### config.mk
export PLATFORM = sky130hd
export DESIGN_NAME = tbh_ctrl
export DESIGN_NICKNAME = d
export VERILOG_FILES = /design/src/sv/tbh_pkg.sv /design/src/sv/tbh_ctrl.sv
export SDC_FILE = /design/constraint.sdc
export NUM_CORES = 1
export LEC_CHECK = 0
export ABC_CLOCK_PERIOD_IN_PS = 1400
export BUFFER_PORTS_ARGS = -buffer_cell sky130_fd_sc_hd__buf_2
export CORE_ASPECT_RATIO = 1.2
export CORE_MARGIN = 3
export CORE_UTILIZATION = 44
export CTS_CLUSTER_DIAMETER = 100
export DETAILED_ROUTE_END_ITERATION = 7
export HOLD_SLACK_MARGIN = 0.15
export PLACE_DENSITY = 0.73
export SLEW_MARGIN = 15
export SYNTH_ARGS = -nofsm -noshare
export SYNTH_HDL_FRONTEND = slang
export SYNTH_SLANG_ARGS = --single-unit
### constraint.sdc
create_clock -name clk -period 1.4 [get_ports clk]
set_input_delay 0.21 -clock clk [delete_from_list [all_inputs] [get_ports clk]]
set_output_delay 0.21 -clock clk [all_outputs]
set_load 0.01 [all_outputs]
### src/sv/tbh_pkg.sv
// Shared types and constants for the time bucket byte histogram.
package tbh_pkg;

  localparam int TIME_W  = 64;
  localparam int DUR_W   = 32;
  localparam int MAXB_W  = 9;
  localparam int SIZE_W  = 24;
  localparam int RIDX_W  = 8;
  localparam int BYTES_W = 48;
  localparam int TOTAL_W = 9;
  localparam int DIV_STEPS = 64;
  localparam int CNT_W = $clog2(DIV_STEPS);

  localparam logic [DUR_W-1:0]   DUR_RESET  = 32'd1000000;
  localparam logic [MAXB_W-1:0]  MAXB_RESET = 9'd256;
  localparam logic [BYTES_W-1:0] BYTES_MAX  = {BYTES_W{1'b1}};

  typedef enum logic [2:0] {
    ST_ADDED     = 3'd0,
    ST_ZERO_TIME = 3'd1,
    ST_TOO_OLD   = 3'd2,
    ST_READ_OK   = 3'd3,
    ST_READ_OOR  = 3'd4
  } status_t;

  typedef enum logic {
    CMD_RECORD = 1'b0,
    CMD_READ   = 1'b1
  } command_t;

  typedef enum logic {
    REG_DURATION = 1'b0,
    REG_MAX_BUCKETS = 1'b1
  } reg_index_t;

  typedef struct packed {
    logic                command;
    logic [TIME_W-1:0]   end_time_ns;
    logic [SIZE_W-1:0]   byte_count;
    logic [RIDX_W-1:0]   read_index;
  } in_item_t;

  typedef struct packed {
    logic [2:0]          status;
    logic [TIME_W-1:0]   bucket_start_ns;
    logic [BYTES_W-1:0]  bucket_bytes;
    logic [TOTAL_W-1:0]  bucket_total;
  } out_item_t;

  typedef struct packed {
    logic    load;
    logic    div_step;
    logic    eval;
    logic    fill;
    logic    look;
    logic    issue_k;
    logic    issue_r;
    logic    add;
    logic    rd_done;
    logic    res_set;
    status_t res_code;
    logic    send;
  } tbh_cmd_t;

  typedef struct packed {
    logic is_read;
    logic in_range;
    logic zero_time;
    logic fill_done;
    logic look_ok;
    logic out_free;
  } tbh_stat_t;

endpackage

### src/sv/tbh_ctrl.sv
// Sequencing state machine for the histogram.
module tbh_ctrl import tbh_pkg::*; (
  input  logic      clk,
  input  logic      rst,
  input  logic      in_valid,
  output logic      in_ready,
  input  tbh_stat_t stat,
  output tbh_cmd_t  cmd
);
  typedef enum logic [3:0] {
    S_IDLE, S_CHECK, S_DIV, S_EVAL, S_FILL, S_LOOK, S_LKCHK,
    S_ISSUE, S_ADD, S_RISSUE, S_RDONE, S_SEND
  } state_t;

  state_t           state;
  state_t           state_next;
  logic [CNT_W-1:0] cnt;

  assign in_ready = (state == S_IDLE);

  always_comb begin
    cmd = '0;
    cmd.res_code = ST_ADDED;
    state_next = state;
    unique case (state)
      S_IDLE: begin
        if (in_valid) begin
          cmd.load = 1'b1;
          state_next = S_CHECK;
        end
      end
      S_CHECK: begin
        if (stat.is_read) begin
          if (stat.in_range) begin
            state_next = S_RISSUE;
          end else begin
            cmd.res_set = 1'b1;
            cmd.res_code = ST_READ_OOR;
            state_next = S_SEND;
          end
        end else if (stat.zero_time) begin
          cmd.res_set = 1'b1;
          cmd.res_code = ST_ZERO_TIME;
          state_next = S_SEND;
        end else begin
          state_next = S_DIV;
        end
      end
      S_DIV: begin
        cmd.div_step = 1'b1;
        if (cnt == '0) begin
          state_next = S_EVAL;
        end
      end
      S_EVAL: begin
        cmd.eval = 1'b1;
        state_next = S_FILL;
      end
      S_FILL: begin
        if (stat.fill_done) begin
          state_next = S_LOOK;
        end else begin
          cmd.fill = 1'b1;
        end
      end
      S_LOOK: begin
        cmd.look = 1'b1;
        state_next = S_LKCHK;
      end
      S_LKCHK: begin
        if (stat.look_ok) begin
          state_next = S_ISSUE;
        end else begin
          cmd.res_set = 1'b1;
          cmd.res_code = ST_TOO_OLD;
          state_next = S_SEND;
        end
      end
      S_ISSUE: begin
        cmd.issue_k = 1'b1;
        state_next = S_ADD;
      end
      S_ADD: begin
        cmd.add = 1'b1;
        state_next = S_SEND;
      end
      S_RISSUE: begin
        cmd.issue_r = 1'b1;
        state_next = S_RDONE;
      end
      S_RDONE: begin
        cmd.rd_done = 1'b1;
        state_next = S_SEND;
      end
      S_SEND: begin
        if (stat.out_free) begin
          cmd.send = 1'b1;
          state_next = S_IDLE;
        end
      end
      default: state_next = S_IDLE;
    endcase
  end

  always_ff @(posedge clk) begin
    if (rst) begin
      state <= S_IDLE;
      cnt <= '0;
    end else begin
      state <= state_next;
      if (state == S_CHECK) begin
        cnt <= CNT_W'(DIV_STEPS - 1);
      end else if (state == S_DIV) begin
        cnt <= cnt - 1'b1;
      end
    end
  end
endmodule

==> summary.md <==
| Metric | Value |
|---|---|
| Outcome | complete, but fails checks |
| Failing checks | setup timing |
| Placement Setup Slack | -72.66 ps |
| WP data required | approximately 1200 ps |
| VDD IR max | 1.485 mV |
| Initial antenna violation count | 0 |
| Max frequency | between 500 and 600 MHz |
| Clock buffer depth | 2 |
| Die width | around 44 µm |
| Syn avg cell area | slightly below 8 µm² |
| Site Rows | 15 |
| Leak Pwr | ~0.00058 µW |
| Synth Cell Area | 747.0 µm² |
| Clk slew on worst S/H paths | around 80 ps |
| Synthesis Warnings | 0 |
| Clock sinks | 10 |
| Vias per inst | 6.019 |
| Hold slack | roughly 250 ps |
| Drt wl/cell | about 19 µm |
| Unrepaired setup endpoints after global routing | yes |
| Hold_buf cts | 0 |
| Critical path fanouts, max | 3 |
| Fin. Hold Viols | 0 |
| Hold/Removal Path Class | in -> reg |
| Vias | 975 |
| Core Region | 1520 µm² |
| Vias in the first global route | a little over 800 |
| Final core occ | 0.8724 |
| CP Launch Type | register |
| Worst Reg-to-Reg Cells | 6 |
| Cell variety after synth | 35 |
| GR Overflow Total | 0 |
| Max cap viols | 0 |
| H-tree levels | 1 |
| CTS Root Cell | clkbuf_4 |
| Critical Path AT | around 1600 ps |
| Layout cells sized above 1 | 0.6414 |
| TritonCTS Buffers | 3 |
| Final setup viols | 22 |
| Area Growth Syn to Fin | 77.55% |
| Final worst slack | -356.5 ps |
| Post-DP HPWL | about 1.5 mm |
| Synthesized netlist cell count | 96 |
| Initial DRC count | 16 |
| Max_slew headroom | 0.6589 |
| Die area | between 2000 and 2500 µm² |
| Yosys reg bits | 10 |
| Pins Over Slew Limit | 0 |
| GPL Wtd Cong | 0.7913 |
| NumNets Final | between 150 and 200 |
| CP endpoint kind | primary output |
| DRT antenna net count | 0 |
| Post-Syn Nets | around 110 |
| N_diodes | 0 |
| Period Utilization, post-route | 1.255 |
| Clock skew | roughly 4.3 ps |
| Port Buf Inserts | 23 |
| Worst-Skew Late Latency | roughly 280 ps |
| Largest net degree at the start of global routing | 12 |
| Kind of critical path | reg -> out |
| Initial Util | 0.4914 |
| Seq/Total Area, Yosys | 0.2680 |
| CTS tree | yes |
| Top Ports | 24 |
| DR pass1 iterations | 4 |
| Worst Tran Pin Value | a little over 500 ps |
| Total GRT Usage | 0.2207 |
| Drt total wl | ~3 mm |
| Residual DRC | 0 |
| WHS Path Cells | 2 |
| Pwr/cell area | roughly 2100 nW/µm² |
| Global-route wire length before repair | around 3.7 mm |
| Setup TNS Final | -3774 ps |
| Die Ht | 51.14 µm |
| Final worst path period need | approximately 1800 ps |
-- through the flow --
| stage | total power (µW) | std cells | cell area [µm²] |
|---|---|---|---|
| after floorplan | 1403 | 96 | 789.5 |
| after global placement | 1771 | 143 | 992.2 |
| after detailed placement | 1800 | 143 | 992.2 |
| after CTS | 2424 | 153 | 1187 |
| after global routing | 2973 | 162 | 1326 |
| final | 2828 | 162 | 1326 |
-- worst paths after layout --
check	from	endpoint	slack, ps
hold reg to reg	cnt[5]	cnt[5]	570
setup reg to reg	state[2]	state[1]	-200
hold / removal	rst	cnt[5]	250
setup / recovery	state[3]	cmd[4]	-360
-- per-layer routing --
layer / share of wire / up-vias / track usage
met3: 0.057 / 15 / 0.03169
met1: 0.38 / 472 / 0.2383
li1: - / 437 / -
met5: 0 / - / 0
met2: 0.52 / 51 / 0.3956
met4: 0.044 / 0 / 0.1256
-- where the power goes --
part	total [µW]	switching, µW	internal, µW
Combinational	1990	1010	989
Clock	277	119	158
Sequential	557	132	425
Total	2830	1260	1570
-- area by class of cell --
cell class              instances  area [µm²]
clock buffers                   4       36.28
flip-flops and latches         10       207.7
fillers                        71       193.9
inverters                       4       18.77
well taps                      17       21.27
multi-input cells              74       650.6
repair buffers                 53       391.6
-- synth_stat cells --
cell / instances / area, µm²
a211oi_1: 1 / 7.510
buf_8: 1 / 15.01
nor3_1: 8 / 40.04
or3_1: 1 / 6.260
nand2b_1: 4 / 25.02
nand3_1: 4 / 20.02
buf_2: 5 / 25.02
nor3b_1: 2 / 15.01
dfxtp_1: 10 / 200.2
a21boi_2: 1 / 11.26
nor2_1: 8 / 30.03
o211ai_1: 1 / 7.510
xnor2_1: 1 / 8.760
ha_1: 2 / 25.02
buf_6: 1 / 11.26
nor4bb_1: 1 / 10.01
or2_1: 3 / 18.77
xor2_1: 4 / 35.03
o21ba_1: 1 / 10.01
clkbuf_1: 1 / 3.750
and2_1: 1 / 6.260
nor2b_1: 1 / 6.260
a31oi_1: 1 / 6.260
and3_1: 1 / 6.260
nand2_1: 5 / 18.77
a21oi_1: 7 / 35.03
o31ai_1: 1 / 7.510
nor4b_4: 1 / 23.77
or3b_1: 1 / 8.760
nand4b_1: 1 / 8.760
o21ai_0: 4 / 20.02
or4_1: 1 / 7.510
a21oi_2: 3 / 26.28
nor4_1: 4 / 25.02
inv_1: 4 / 15.01
-- cells by family (layout without fill, tap and decap cells) --
kind of cell             count (synthesis)  in the layout  share of synthesized area
AO/OA/AOI/OAI                           20             20                     0.1759
XOR/XNOR                                 5              5                    0.05862
adder cells (fa/ha/maj)                  2              2                    0.03350
buffers and inverters                   12             61                    0.09378
flip-flops                              10             10                     0.2680
AND/OR/NAND/NOR                         47             47                     0.3702
-- registers in the layout, summed over array words and instances (netlist names) --
signal / count
cnt: 6
state: 4
-- placed cells by master, fill, tap and decap left out, types with 2 or more instances in the layout --
| cell | n |
|---|---|
| nor2_1 | 6 |
| a21oi_1 | 6 |
| ha_1 | 2 |
| nand3_1 | 2 |
| inv_1 | 3 |
| nor3_1 | 4 |
| nor2_2 | 2 |
| nand2_2 | 3 |
| nor4_1 | 2 |
| buf_4 | 18 |
| dfxtp_2 | 3 |
| buf_6 | 13 |
| nand2b_4 | 3 |
| clkbuf_4 | 3 |
| xor2_1 | 3 |
| nor3b_4 | 2 |
| or2_4 | 2 |
| dfxtp_1 | 6 |
| buf_2 | 22 |
| o21ai_0 | 2 |
| nor3_2 | 3 |
| a21oi_2 | 3 |
-- what timing repair did --
item                       CTS  global route
setup endpoints to repair   19            22
buffers inserted             7            12
pin swaps                   12            17
gates cloned                 0             0
resized for setup           30            21
-- critical path: stages (launching register included) --
cell	delay, ps
dfxtp_2	330
or2_4	260
or3_4	340
a21oi_2	120
or2_1	110
buf_2	120
No activity file was read; power rests on OpenSTA's default activity.
